`src/pidaw_pkg.sv`:
```
// shared constants, types and saturation helpers for the pid controller
`timescale 1ns / 1ps

package pidaw_pkg;

  localparam int DATA_W = 32;
  localparam int FRAC_W = 16;
  localparam int PROD_W = 2 * DATA_W;
  localparam int SUM_W  = DATA_W + 2;
  localparam int CFG_AW = 3;

  localparam logic [CFG_AW-1:0] REG_GAIN_PROP  = CFG_AW'(0);
  localparam logic [CFG_AW-1:0] REG_GAIN_INTEG = CFG_AW'(1);
  localparam logic [CFG_AW-1:0] REG_GAIN_DERIV = CFG_AW'(2);
  localparam logic [CFG_AW-1:0] REG_DRIVE_MIN  = CFG_AW'(3);
  localparam logic [CFG_AW-1:0] REG_DRIVE_MAX  = CFG_AW'(4);

  localparam logic signed [DATA_W-1:0] DRIVE_MAX_RST = DATA_W'(1 << FRAC_W);
  localparam logic signed [DATA_W-1:0] DRIVE_MIN_RST = -DRIVE_MAX_RST;

  localparam logic signed [SUM_W-1:0] SUM_MAX = {3'b000, {(DATA_W-1){1'b1}}};
  localparam logic signed [SUM_W-1:0] SUM_MIN = {3'b111, {(DATA_W-1){1'b0}}};

  // request into the serial divider
  typedef struct packed {
    logic              start;
    logic              neg;
    logic [PROD_W-1:0] num;
    logic [DATA_W-2:0] den;
  } div_req_t;

  // status and result out of the serial divider
  typedef struct packed {
    logic                     busy;
    logic signed [DATA_W-1:0] quot;
  } div_rsp_t;

  // magnitude of a signed word, most negative value maps to 2^(w-1)
  function automatic logic [DATA_W-1:0] mag(input logic signed [DATA_W-1:0] v);
    logic [DATA_W-1:0] u;
    u = v;
    return v[DATA_W-1] ? (~u + 1'b1) : u;
  endfunction

  // saturate a sign and magnitude pair to the signed data range
  function automatic logic signed [DATA_W-1:0] sat_mag(input logic neg,
                                                      input logic [PROD_W-1:0] m);
    logic [PROD_W-1:0] lim;
    logic [PROD_W-1:0] v;
    logic [DATA_W-1:0] vs;
    lim = {{(PROD_W-DATA_W){1'b0}}, 1'b1, {(DATA_W-1){1'b0}}} - PROD_W'(!neg);
    v   = (m > lim) ? lim : m;
    vs  = v[DATA_W-1:0];
    return neg ? -vs : vs;
  endfunction

  // saturate a widened sum to the signed data range
  function automatic logic signed [DATA_W-1:0] sat_sum(input logic signed [SUM_W-1:0] s);
    logic signed [SUM_W-1:0] c;
    c = s;
    if (s > SUM_MAX) c = SUM_MAX;
    else if (s < SUM_MIN) c = SUM_MIN;
    return c[DATA_W-1:0];
  endfunction

  // saturated sum of three signed words
  function automatic logic signed [DATA_W-1:0] add3(input logic signed [DATA_W-1:0] a,
                                                   input logic signed [DATA_W-1:0] b,
                                                   input logic signed [DATA_W-1:0] c);
    logic signed [SUM_W-1:0] s;
    s = SUM_W'(a) + SUM_W'(b) + SUM_W'(c);
    return sat_sum(s);
  endfunction

  // saturated difference of two signed words
  function automatic logic signed [DATA_W-1:0] sub2(input logic signed [DATA_W-1:0] a,
                                                   input logic signed [DATA_W-1:0] b);
    logic signed [SUM_W-1:0] s;
    s = SUM_W'(a) - SUM_W'(b);
    return sat_sum(s);
  endfunction

endpackage

```
`src/pid_antiwindup_controller.sv`:
```
// pid controller with conditional-integration anti-windup, top level
`timescale 1ns / 1ps

// usage
// - input stream in_*: one transaction per sample, tdata carries target,
//   sensed and step_time, all signed Q16.16
// - output stream out_*: one transaction per sample with the clamped drive
//   and the three terms; tuser flags held and frozen
// - cfg_*: write-only register port (gains and drive limits), written while idle
// - in_tready is high only while the sequencer is idle, so one sample is in
//   work at a time; a sample with step_time <= 0 skips the arithmetic and goes
//   straight to the output step; an active sample spends most of its time in the
//   32-step serial divide of the derivative term (one quotient bit per cycle),
//   which is skipped when the derivative quotient overflows and saturates at once
// - the four products go one after another through a single multiplier
// - a finished result sits in the output register; the next sample is taken
//   while it waits, and the sequencer stalls at its last step if the receiver
//   still holds the previous result
// - synchronous reset clears the integrator, the held terms, the seed flag
//   and restores the default gains (0) and limits (-1.0, +1.0)

module pid_antiwindup_controller (
  input  logic        clk,
  input  logic        rst_n,
  // target[31:0], sensed[63:32], step_time[95:64]
  input  logic [95:0] in_tdata,
  input  logic        in_tvalid,
  output logic        in_tready,
  // drive[31:0], prop_part[63:32], integ_part[95:64], deriv_part[127:96]
  output logic [127:0] out_tdata,
  // held[0], frozen[1]
  output logic [1:0]  out_tuser,
  output logic        out_tvalid,
  input  logic        out_tready,
  input  logic        cfg_we,
  input  logic [pidaw_pkg::CFG_AW-1:0] cfg_addr,
  input  logic [pidaw_pkg::DATA_W-1:0] cfg_wdata
);

  localparam int DW = pidaw_pkg::DATA_W;

  typedef enum logic [8:0] {
    ST_IDLE = 9'b000000001,
    ST_ERR  = 9'b000000010,
    ST_MP   = 9'b000000100,
    ST_MI   = 9'b000001000,
    ST_MD   = 9'b000010000,
    ST_MT   = 9'b000100000,
    ST_WAIT = 9'b001000000,
    ST_SUM  = 9'b010000000,
    ST_FIN  = 9'b100000000
  } state_t;

  state_t st_r, st_nxt;

  // configuration
  logic signed [DW-1:0] kp_r, ki_r, kd_r, dmin_r, dmax_r;

  // sample and working values
  logic signed [DW-1:0] tgt_r, sen_r, dt_r, err_r, diff_r, ki_err_r, next_r;
  logic signed [DW-1:0] last_r, integ_acc_r;
  logic signed [DW-1:0] prop_hold_r, integ_hold_r, deriv_hold_r;
  logic                 seeded_r, held_r, frz_r;

  // output register
  logic [127:0] out_data_r;
  logic [1:0]   out_user_r;
  logic         out_valid_r;

  // multiplier hookup
  logic                 mul_go;
  logic signed [DW-1:0] mul_a, mul_b, mul_q;
  logic [pidaw_pkg::PROD_W-1:0] mul_prod;
  logic                 mul_neg;

  pidaw_pkg::div_req_t div_req;
  pidaw_pkg::div_rsp_t div_rsp;

  logic                 in_acc, out_free, dt_hold;
  logic signed [DW-1:0] last_eff, sum_try, sum_fin, drv;
  logic                 frz_now;

  assign in_tready = rst_n && (st_r == ST_IDLE);
  assign in_acc    = in_tvalid && in_tready;
  assign out_free  = !out_valid_r || out_tready;
  assign dt_hold   = in_tdata[95] || (in_tdata[95:64] == '0);

  // first active sample after reset uses its own measurement as history
  assign last_eff = seeded_r ? last_r : sen_r;

  // operand select for the shared multiplier
  always_comb begin
    mul_go = 1'b0;
    mul_a  = kp_r;
    mul_b  = err_r;
    unique case (st_r)
      ST_MP: begin
        mul_go = 1'b1;
      end
      ST_MI: begin
        mul_go = 1'b1;
        mul_a  = ki_r;
      end
      ST_MD: begin
        mul_go = 1'b1;
        mul_a  = kd_r;
        mul_b  = diff_r;
      end
      ST_MT: begin
        mul_go = 1'b1;
        mul_a  = ki_err_r;
        mul_b  = dt_r;
      end
      default: ;
    endcase
  end

  pidaw_mul u_mul (
    .clk    (clk),
    .go     (mul_go),
    .a      (mul_a),
    .b      (mul_b),
    .prod_r (mul_prod),
    .neg_r  (mul_neg),
    .q_sat  (mul_q)
  );

  // derivative: -(kd * diff) / dt in raw units, started off the kd*diff product
  assign div_req.start = (st_r == ST_MT);
  assign div_req.neg   = !mul_neg;
  assign div_req.num   = mul_prod;
  assign div_req.den   = dt_r[DW-2:0];

  pidaw_div u_div (
    .clk   (clk),
    .rst_n (rst_n),
    .req   (div_req),
    .rsp   (div_rsp)
  );

  // tentative sum with the new integrator, and the anti-windup decision
  assign sum_try = pidaw_pkg::add3(prop_hold_r, next_r, deriv_hold_r);
  assign frz_now = ((sum_try > dmax_r) && !err_r[DW-1] && (err_r != '0)) ||
                   ((sum_try < dmin_r) && err_r[DW-1]);

  // final sum from the committed terms, then the drive clamp
  assign sum_fin = pidaw_pkg::add3(prop_hold_r, integ_hold_r, deriv_hold_r);

  always_comb begin
    priority if (sum_fin < dmin_r) drv = dmin_r;
    else if (sum_fin > dmax_r)     drv = dmax_r;
    else                           drv = sum_fin;
  end

  // sequencer
  always_comb begin
    st_nxt = st_r;
    unique case (st_r)
      ST_IDLE: if (in_acc) st_nxt = dt_hold ? ST_FIN : ST_ERR;
      ST_ERR:  st_nxt = ST_MP;
      ST_MP:   st_nxt = ST_MI;
      ST_MI:   st_nxt = ST_MD;
      ST_MD:   st_nxt = ST_MT;
      ST_MT:   st_nxt = ST_WAIT;
      ST_WAIT: if (!div_rsp.busy) st_nxt = ST_SUM;
      ST_SUM:  st_nxt = ST_FIN;
      ST_FIN:  if (out_free) st_nxt = ST_IDLE;
      default: st_nxt = ST_IDLE;
    endcase
  end

  // control state and configuration
  always_ff @(posedge clk) begin
    if (!rst_n) begin
      st_r         <= ST_IDLE;
      kp_r         <= '0;
      ki_r         <= '0;
      kd_r         <= '0;
      dmin_r       <= pidaw_pkg::DRIVE_MIN_RST;
      dmax_r       <= pidaw_pkg::DRIVE_MAX_RST;
      seeded_r     <= 1'b0;
      last_r       <= '0;
      integ_acc_r  <= '0;
      prop_hold_r  <= '0;
      integ_hold_r <= '0;
      deriv_hold_r <= '0;
      out_valid_r  <= 1'b0;
    end else begin
      st_r <= st_nxt;
      if (cfg_we) begin
        unique case (cfg_addr)
          pidaw_pkg::REG_GAIN_PROP:  kp_r   <= cfg_wdata;
          pidaw_pkg::REG_GAIN_INTEG: ki_r   <= cfg_wdata;
          pidaw_pkg::REG_GAIN_DERIV: kd_r   <= cfg_wdata;
          pidaw_pkg::REG_DRIVE_MIN:  dmin_r <= cfg_wdata;
          pidaw_pkg::REG_DRIVE_MAX:  dmax_r <= cfg_wdata;
          default: ;
        endcase
      end
      if (st_r == ST_ERR) begin
        seeded_r <= 1'b1;
        last_r   <= sen_r;
      end
      if (st_r == ST_MI) prop_hold_r <= mul_q;
      if ((st_r == ST_WAIT) && !div_rsp.busy) deriv_hold_r <= div_rsp.quot;
      if (st_r == ST_SUM) begin
        // refused step keeps the old integrator
        if (!frz_now) begin
          integ_acc_r  <= next_r;
          integ_hold_r <= next_r;
        end else begin
          integ_hold_r <= integ_acc_r;
        end
      end
      if ((st_r == ST_FIN) && out_free) out_valid_r <= 1'b1;
      else if (out_tready)              out_valid_r <= 1'b0;
    end
  end

  // payload registers
  always_ff @(posedge clk) begin
    if (in_acc) begin
      tgt_r  <= in_tdata[DW-1:0];
      sen_r  <= in_tdata[2*DW-1:DW];
      dt_r   <= in_tdata[3*DW-1:2*DW];
      held_r <= dt_hold;
      frz_r  <= 1'b0;
    end
    if (st_r == ST_ERR) begin
      err_r  <= pidaw_pkg::sub2(tgt_r, sen_r);
      diff_r <= pidaw_pkg::sub2(sen_r, last_eff);
    end
    if (st_r == ST_MD) ki_err_r <= mul_q;
    if ((st_r == ST_WAIT) && !div_rsp.busy) begin
      next_r <= pidaw_pkg::add3(integ_acc_r, mul_q, '0);
    end
    if (st_r == ST_SUM) frz_r <= frz_now;
    if ((st_r == ST_FIN) && out_free) begin
      out_data_r <= {deriv_hold_r, integ_hold_r, prop_hold_r, drv};
      out_user_r <= {frz_r, held_r};
    end
  end

  assign out_tdata  = out_data_r;
  assign out_tuser  = out_user_r;
  assign out_tvalid = out_valid_r;

endmodule

```
`src/pidaw_mul.sv`:
```
// shared sign-magnitude multiplier with registered product
`timescale 1ns / 1ps

module pidaw_mul (
  input  logic                             clk,
  input  logic                             go,
  input  logic signed [pidaw_pkg::DATA_W-1:0] a,
  input  logic signed [pidaw_pkg::DATA_W-1:0] b,
  output logic        [pidaw_pkg::PROD_W-1:0] prod_r,
  output logic                             neg_r,
  output logic signed [pidaw_pkg::DATA_W-1:0] q_sat
);

  logic [pidaw_pkg::PROD_W-1:0] prod_nxt;

  assign prod_nxt = pidaw_pkg::PROD_W'(pidaw_pkg::mag(a)) *
                    pidaw_pkg::PROD_W'(pidaw_pkg::mag(b));

  always_ff @(posedge clk) begin
    if (go) begin
      prod_r <= prod_nxt;
      neg_r  <= a[pidaw_pkg::DATA_W-1] ^ b[pidaw_pkg::DATA_W-1];
    end
  end

  // fixed-point product: drop the fraction bits, truncate toward zero
  assign q_sat = pidaw_pkg::sat_mag(neg_r, prod_r >> pidaw_pkg::FRAC_W);

endmodule

```
`src/pidaw_div.sv`:
```
// restoring divider, one quotient bit per cycle, saturated signed result
`timescale 1ns / 1ps

module pidaw_div (
  input  logic                clk,
  input  logic                rst_n,
  input  pidaw_pkg::div_req_t req,
  output pidaw_pkg::div_rsp_t rsp
);

  localparam int DW    = pidaw_pkg::DATA_W;
  localparam int CNT_W = $clog2(DW);

  logic            busy_r;
  logic [CNT_W-1:0] cnt_r;
  logic [DW-2:0]   rem_r;
  logic [DW-1:0]   num_r;
  logic [DW-1:0]   q_r;
  logic [DW-2:0]   den_r;
  logic            ovf_r;
  logic            neg_r;

  logic [DW-1:0]   rem_sh;
  logic            ge;
  logic [DW-1:0]   rem_nxt;
  logic            ovf_nxt;

  assign rem_sh  = {rem_r, num_r[DW-1]};
  assign ge      = rem_sh >= {1'b0, den_r};
  assign rem_nxt = ge ? (rem_sh - {1'b0, den_r}) : rem_sh;
  // quotient needs more than DW bits when the high half already reaches den
  assign ovf_nxt = req.num[pidaw_pkg::PROD_W-1:DW] >= {1'b0, req.den};

  always_ff @(posedge clk) begin
    if (!rst_n) begin
      busy_r <= 1'b0;
      cnt_r  <= '0;
    end else if (req.start) begin
      busy_r <= !ovf_nxt;
      cnt_r  <= '0;
    end else if (busy_r) begin
      cnt_r <= cnt_r + 1'b1;
      if (cnt_r == CNT_W'(DW - 1)) busy_r <= 1'b0;
    end
  end

  always_ff @(posedge clk) begin
    if (req.start) begin
      rem_r <= req.num[DW +: DW-1];
      num_r <= req.num[DW-1:0];
      q_r   <= '0;
      den_r <= req.den;
      ovf_r <= ovf_nxt;
      neg_r <= req.neg;
    end else if (busy_r) begin
      rem_r <= rem_nxt[DW-2:0];
      num_r <= {num_r[DW-2:0], 1'b0};
      q_r   <= {q_r[DW-2:0], ge};
    end
  end

  assign rsp.busy = busy_r;
  assign rsp.quot = pidaw_pkg::sat_mag(neg_r, ovf_r ? {pidaw_pkg::PROD_W{1'b1}} :
                                              pidaw_pkg::PROD_W'(q_r));

endmodule

```
`config.mk`:
```
export PLATFORM = sky130hd
export DESIGN_NAME = pid_antiwindup_controller
export DESIGN_NICKNAME = d
export VERILOG_FILES = /design/src/pidaw_pkg.sv /design/src/pid_antiwindup_controller.sv /design/src/pidaw_mul.sv /design/src/pidaw_div.sv
export SDC_FILE = /design/constraint.sdc
export NUM_CORES = 2
export LEC_CHECK = 0
export BUFFER_PORTS_ARGS = -buffer_cell sky130_fd_sc_hd__buf_4
export CORE_AREA = 2 2 510 512
export CTS_CLUSTER_DIAMETER = 200
export CTS_CLUSTER_SIZE = 14
export DETAILED_ROUTE_END_ITERATION = 8
export DIE_AREA = 0 0 512 514
export GPL_TIMING_DRIVEN = 0
export PLACE_DENSITY = 0.55
export SLEW_MARGIN = 0
export SYNTH_ARGS = -nofsm -noshare
export SYNTH_HDL_FRONTEND = slang
export SYNTH_SLANG_ARGS = --single-unit
```
`constraint.sdc`:
```
create_clock -name clk -period 14.45 [get_ports clk]
set_clock_uncertainty 0.05 [all_clocks]
set_input_delay 0.7225 -clock clk [delete_from_list [all_inputs] [get_ports clk]]
set_output_delay 0.7225 -clock clk [all_outputs]
set_load 0.05 [all_outputs]
```
## Word-level counts from Yosys, hierarchy flattened

Cells that the tools add are included.

| storage, ports and cells | value |
|---|---|
| register bits | 854 |
| output and inout bits | 132 |

| cells by class | value |
|---|---|
| equal/unequal tests | 17 |
| multiplexer cells | 38 |
| $add $sub $neg | 15 |
| $mul | 1 |
| reduce and logical (&&, ||, !) cells | 31 |
| bitwise logic cells | 5 |
| order comparisons | 18 |

Operators with widths:

| kind | number |
|---|---|
| 32-bit two-way mux | 19 |
| 32-bit by 32-bit adder with 33-bit output | 3 |
| 33-bit by 32-bit greater-than comparator with 1-bit output (second input constant) | 3 |
| 33-bit by 32-bit < comparator with 1-bit output (second input constant) | 3 |
| 32-bit case mux with 3 select lines | 1 |
| 31-bit two-way mux | 3 |
| 9-bit case mux with 9 select lines | 1 |
| 33-bit by 32-bit adder with 34-bit output | 2 |
| 34-bit by 32-bit greater-than comparator with 1-bit output (second input constant) | 2 |
| 34-bit by 32-bit < comparator with 1-bit output (second input constant) | 2 |
| 32-bit by 1-bit subtractor with 33-bit output (first input constant) | 2 |
| 32-bit by 32-bit subtractor with 33-bit output | 2 |
| 32-bit by 1-bit adder with 32-bit output (second input constant) | 2 |
| 32-bit by 31-bit >= comparator with 1-bit output | 2 |
| 32-bit greater-than comparator | 2 |
| 48-bit by 64-bit greater-than comparator with 1-bit output | 1 |
| 64-bit greater-than comparator | 1 |
| 32-bit < comparator | 2 |
| 32-bit by 32-bit multiplier with 64-bit output | 1 |
| 64-bit two-way mux | 1 |
| 32-bit negator | 2 |
| 32-bit inverter | 2 |
| 32-bit case mux with 2 select lines | 1 |
| 9-bit two-way mux | 4 |
| other kinds (30) | 61 |

## Longest topological paths before layout

| logic depth | value |
|---|---|
| depth in word-level cells | 11 |
| mapped depth | 45 |
| depth with buffers taken out | 40 |

## By module

From an unflattened synthesis, not the netlist that was laid out.

| unflattened totals | value |
|---|---|
| cell total of the unflattened synthesis | 9216 |
| area total of the unflattened synthesis | 85021.5 µm² |

By module, submodules not included:

| module | cells an instance | area an instance (µm²) | times used |
|---|---|---|---|
| pid_antiwindup_controller | 3883 | 37601.1 | 1 |
| pidaw_mul | 4263 | 37368.3 | 1 |
| pidaw_div | 1070 | 10052.1 | 1 |

## Worst setup path after synthesis

No wires, ideal clock.

| timing | value |
|---|---|
| path type | register to register |
| from | register st_r[1] |
| to | register u_mul.prod_r[63] (netlist bit) (data pin) |
| arrival | 11474 ps |
| setup slack | 2666 ps |
| buffers on the path | 5 |
| library setup time | 260 ps |
| cell stages (with the launch flop) | 43 |
| cell sequence | dfxtp_1 -> buf_6 -> nor4_2 -> nand3_1 -> clkbuf_1 -> nor2_1 -> a221o_1 -> clkinv_1 -> clkbuf_1 -> ha_1 -> and2_1 -> nand3_1 -> or2_4 -> nor2_4 -> a21oi_1 -> xor2_1 -> clkbuf_1 -> nor2_1 -> (+7 left out) -> fa_1 -> fa_1 -> inv_1 -> fa_1 -> inv_1 -> ha_1 -> clkbuf_1 -> and4_1 -> nand2_1 -> or4b_2 -> nor3_1 -> o21ai_0 -> o41ai_1 -> a221oi_1 -> o21ai_0 -> a41oi_1 -> a211o_1 -> xnor2_1 |

| on the way | value |
|---|---|
| word-level cells in the longest chain between the ends | 6 |
| elaborated cells on any way between the ends | 12 |
| those cells by class | 2 x add/sub; 1 x mul; 3 x eq/ne; 4 x mux; 2 x bitwise |

RTL lines:

| what | RTL line | source |
|---|---|---|
| start, declared | pid_antiwindup_controller.sv:54 | `state_t st_r, st_nxt;` |
| start signal, assigned | pid_antiwindup_controller.sv:189 | `st_r <= st_nxt;` |
| 9-bit by 6-bit equality test with 1-bit output (tied with other cells) | pid_antiwindup_controller.sv:96 | `unique case (st_r)` |
| 32-bit case mux with 3 select lines / 32-bit case mux with 2 select lines (equally long branches) | pid_antiwindup_controller.sv:96 |  |
| 32-bit inverter | pidaw_pkg.sv:42 | `return v[DATA_W-1] ? (~u + 1'b1) : u;` |
| 32-bit by 1-bit adder with 32-bit output | pidaw_pkg.sv:42 |  |
| 32-bit two-way mux | pidaw_pkg.sv:42 |  |
| 32-bit by 32-bit multiplier with 64-bit output (*) | pidaw_mul.sv:16 | `assign prod_nxt = pidaw_pkg::PROD_W'(pidaw_pkg::mag(a)) *` |
| named net u_mul.prod_nxt (one bit) | pidaw_mul.sv:14 | `logic [pidaw_pkg::PROD_W-1:0] prod_nxt;` |
| end signal, assigned | pidaw_mul.sv:21 | `prod_r <= prod_nxt;` |
| end, declared | pidaw_mul.sv:9 | `output logic [pidaw_pkg::PROD_W-1:0] prod_r,` |

The timed path passes the listed nets; every way through them passes the cells marked *.
A chain may end at the register's enable or synchronous reset.

## Final worst setup path

| timing | value |
|---|---|
| from | register st_r[3] |
| to | register u_mul.prod_r[59] (netlist bit) (data pin) |

Same word-level chain as after synthesis.

==> metrics.md <==
| Metric | Value |
|---|---|
| Transition time of the tightest slew-check pin | `1.51 ns` |
| Setup CP Type | `reg -> reg` |
| Yosys warning count | `0` |
| Most used cells in the layout excluding fill and tap cells | `sky130_fd_sc_hd__nand2_1, sky130_fd_sc_hd__inv_1, sky130_fd_sc_hd__fa_1` |
| Share of synthesized area occupied by flip-flops and latches | `0.264` |
| Pwr per Cell Area | `just under 70 nW/µm²` |
| Num ports | `268` |
| Max reg flops | `128` |
| Commonest non-fill, non-tap cell in the layout | `sky130_fd_sc_hd__nand2_1` |
| Standby leakage power | `between 40 and 50 nW` |
| Cell count after synthesis | `around 9200` |
| Hold Crit Class | `in -> reg` |
| Number of enable-type register cells in the synthesized netlist | `517` |
| Worst setup EP type | `flip-flop` |
| Number of global-route vias before repair | `71183` |
| Post-synthesis cell area | `84500 µm²` |
| Failing checks | `capacitance limit, slew limit` |
| Average via count per standard cell | `5.49` |
| Number of max-slew violations in the final report | `10` |
| Critical path data required time | `14.83 ns` |
| Antenna violation net count after detailed routing | `0` |
| Die Ht | `514 µm` |
| Post-route DRC | `0` |
| Placed Instance Area | `a little over 90000 µm²` |
| Floorplan die width | `between 500 and 600 µm` |
| Critical-path top delay cell | `sky130_fd_sc_hd__xnor2_1` |
| Max transition margin | `-0.00365` |
| Post-Synthesis Mean Instance Area | `~9 µm²` |
| Clock buffer count from CTS | `70` |
| Cells taking the most area after synthesis | `sky130_fd_sc_hd__fa_1, sky130_fd_sc_hd__edfxtp_1, sky130_fd_sc_hd__ha_1` |
| Primary FF master, synth | `sky130_fd_sc_hd__edfxtp_1` |
| Arrival time worst endpoint | `14.70 ns` |
| Combinational share of power | `0.280` |
| Switch share | `0.349` |
| Status | `finished with violations` |
| Crit-path max FO | `10` |
| Setup-violating endpoint count in the final report | `0` |
| Net count reported at finish | `approximately 11000` |
| Wire length per cell after detailed routing | `26.9 µm` |
| Global router's overall resource usage | `0.262` |
| Clock root buffer | `sky130_fd_sc_hd__clkbuf_16` |
| Number of synthesized register bits | `around 850` |
| Total length of routed wires | `351000 µm` |
| RD Place Congestion | `1.03` |
| Final HPWL from detailed placement | `289000 µm` |
| Final WS setup | `about 0.14 ns` |
| Relative contribution of the clock network to total power | `0.301` |
| Worst supply voltage drop on vdd | `80.5 µV` |
| Insertion delay of the later-clocked pin in the worst-skew pair | `a little over 0.7 ns` |
| Synth unique cells | `98` |
| Post-Place Worst Slack | `-2.54 ns` |
| Internal Pwr Total | `4.16 mW` |
| Share of flip-flops with an asynchronous set or reset | `0` |
| Number of antenna violations at the first check in global routing | `20` |
| Switching power summed over all nets | `2.24 mW` |
| Initial DRC Count | `7475` |
| Max-cap violations | `1` |
| Layout overhead on the synthesized area | `11.7%` |
| Net count of the mapped netlist | `about 11000` |
| Number of hold buffers added after cts | `0` |
| Crit share post-route | `0.991` |
| Initial Utilization | `0.327` |
| Summed negative setup slack over all endpoints | `0 ns` |
| Final worst path period need | `14.31 ns` |
| Final hold vios | `0` |
| Most area-hungry cell type in the Yosys netlist | `sky130_fd_sc_hd__fa_1` |
| Delay contributed by the slowest stage of the critical path | `1.04 ns` |
| Grt ovf | `0` |
| CP startpoint kind | `flip-flop` |
| Share of power burned in registers | `0.419` |
| Die outline area | `263000 µm²` |
| Clk buf depth | `3` |
| Ratio of cells with drive above 1 in the final layout | `0.0790` |
| Via count | `71737` |
| Final worst hold slack | `0.133 ns` |
| Reg clk slew, reported paths | `0.08 ns` |
| Number of rows in the core area | `187` |
| CTS tree | `built` |
| Global-route wire length before repair | `roughly 500000 µm` |
| Portion of synthesized cell area occupied by the leading cell type | `0.229` |
| Number of search-and-repair iterations in the first detailed-routing pass | `7` |
| Clock tree sinks | `between 800 and 900` |
| Achievable Freq | `69.9 MHz` |
| CP dominant cell by count | `sky130_fd_sc_hd__fa_1` |
| Placeable core region | `258000 µm²` |
| Largest net degree at the start of global routing | `67` |
| Final standard cell area without fillers | `94400 µm²` |
| Count of buffers from port buffering | `266` |
| H-tree lvl count | `3` |
-- critical path: cells and delay by family (launching register included) --
kind	cells	cell delay, ns
compound gates	11	3.37
xor+xnor	2	1.16
fa+ha+maj	10	4.95
buf+inv	10	3.01
flops	1	0.42
simple gates	5	1.06
-- layer usage --
metal  up-vias  GRT usage  wire length, µm
met5         -          0               89
met4        14      0.123            20500
met3       767     0.0482            30800
met2      3532      0.406           153000
met1     36031      0.354           147000
li1      31393          -                -
-- through the flow --
| step | power [mW] | instances | utilization |
|---|---|---|---|
| floorplan | 3.76 | 9215 | - |
| global placement | 4.46 | 12883 | 0.352 |
| detailed placement | 4.48 | 12914 | 0.354 |
| CTS | 6.39 | 13047 | 0.364 |
| global route | 6.64 | 13059 | 0.366 |
| finish | 6.40 | 13069 | 0.366 |
-- final timing paths --
kind,depth (start not counted),slack (ns),startpoint,end
setup / recovery,38,0.14,st_r[3],u_mul.prod_r[59]
hold / removal,1,0.13,in_tdata[13],tgt_r[13]
setup reg to reg,38,0.14,st_r[3],u_mul.prod_r[59]
hold reg to reg,0,0.37,held_r,out_tuser[0]
-- synth_stat cells, types with 195 or more instances --
cell type / count
sky130_fd_sc_hd__ha_1: 681
sky130_fd_sc_hd__nor2_1: 941
sky130_fd_sc_hd__xnor2_1: 195
sky130_fd_sc_hd__nand2_1: 1300
sky130_fd_sc_hd__o21ai_0: 222
sky130_fd_sc_hd__edfxtp_1: 517
sky130_fd_sc_hd__fa_1: 966
sky130_fd_sc_hd__inv_1: 1144
sky130_fd_sc_hd__a21oi_1: 683
sky130_fd_sc_hd__a21o_1: 221
sky130_fd_sc_hd__clkbuf_1: 333
sky130_fd_sc_hd__dfxtp_1: 337
-- power groups by stage --
stage	sequential, mW	clock, mW	combinational, mW
after floorplan	2.75	0	1.01
after global placement	2.74	0	1.72
after detailed placement	2.74	0	1.74
after CTS	2.68	1.95	1.76
after global routing	2.69	2.04	1.91
final	2.68	1.92	1.79
-- area by class of cell --
| cell class | count | area (µm²) |
|---|---|---|
| Clock inverter | 7 | 151 |
| Clock buffer | 118 | 1930 |
| Timing Repair Buffer | 320 | 2720 |
| Tap cell | 3402 | 4260 |
| Fill cell | 26327 | 164000 |
| Buffer | 411 | 1780 |
| Sequential cell | 854 | 22300 |
| Antenna cell | 10 | 25.0 |
| Inverter | 1147 | 4310 |
| Multi-Input combinational cell | 6800 | 57000 |
-- logic make-up after synthesis --
logic type,after synthesis,share of synthesized area
buffers and inverters,1561,0.0707
AOI/OAI and AO/OA,1657,0.124
xor gates and xnor gates,351,0.0374
muxes,156,0.0189
DFF,854,0.264
and+or+nand+nor,2972,0.154
adders and majority gates,1664,0.332
-- repair_timing --
item                       4_1_cts  5_1_grt
pin swaps                        5        7
buffers inserted                 9       13
gates resized for setup         92       96
setup endpoints to repair       37       10
(Power assumes the default switching activity.)
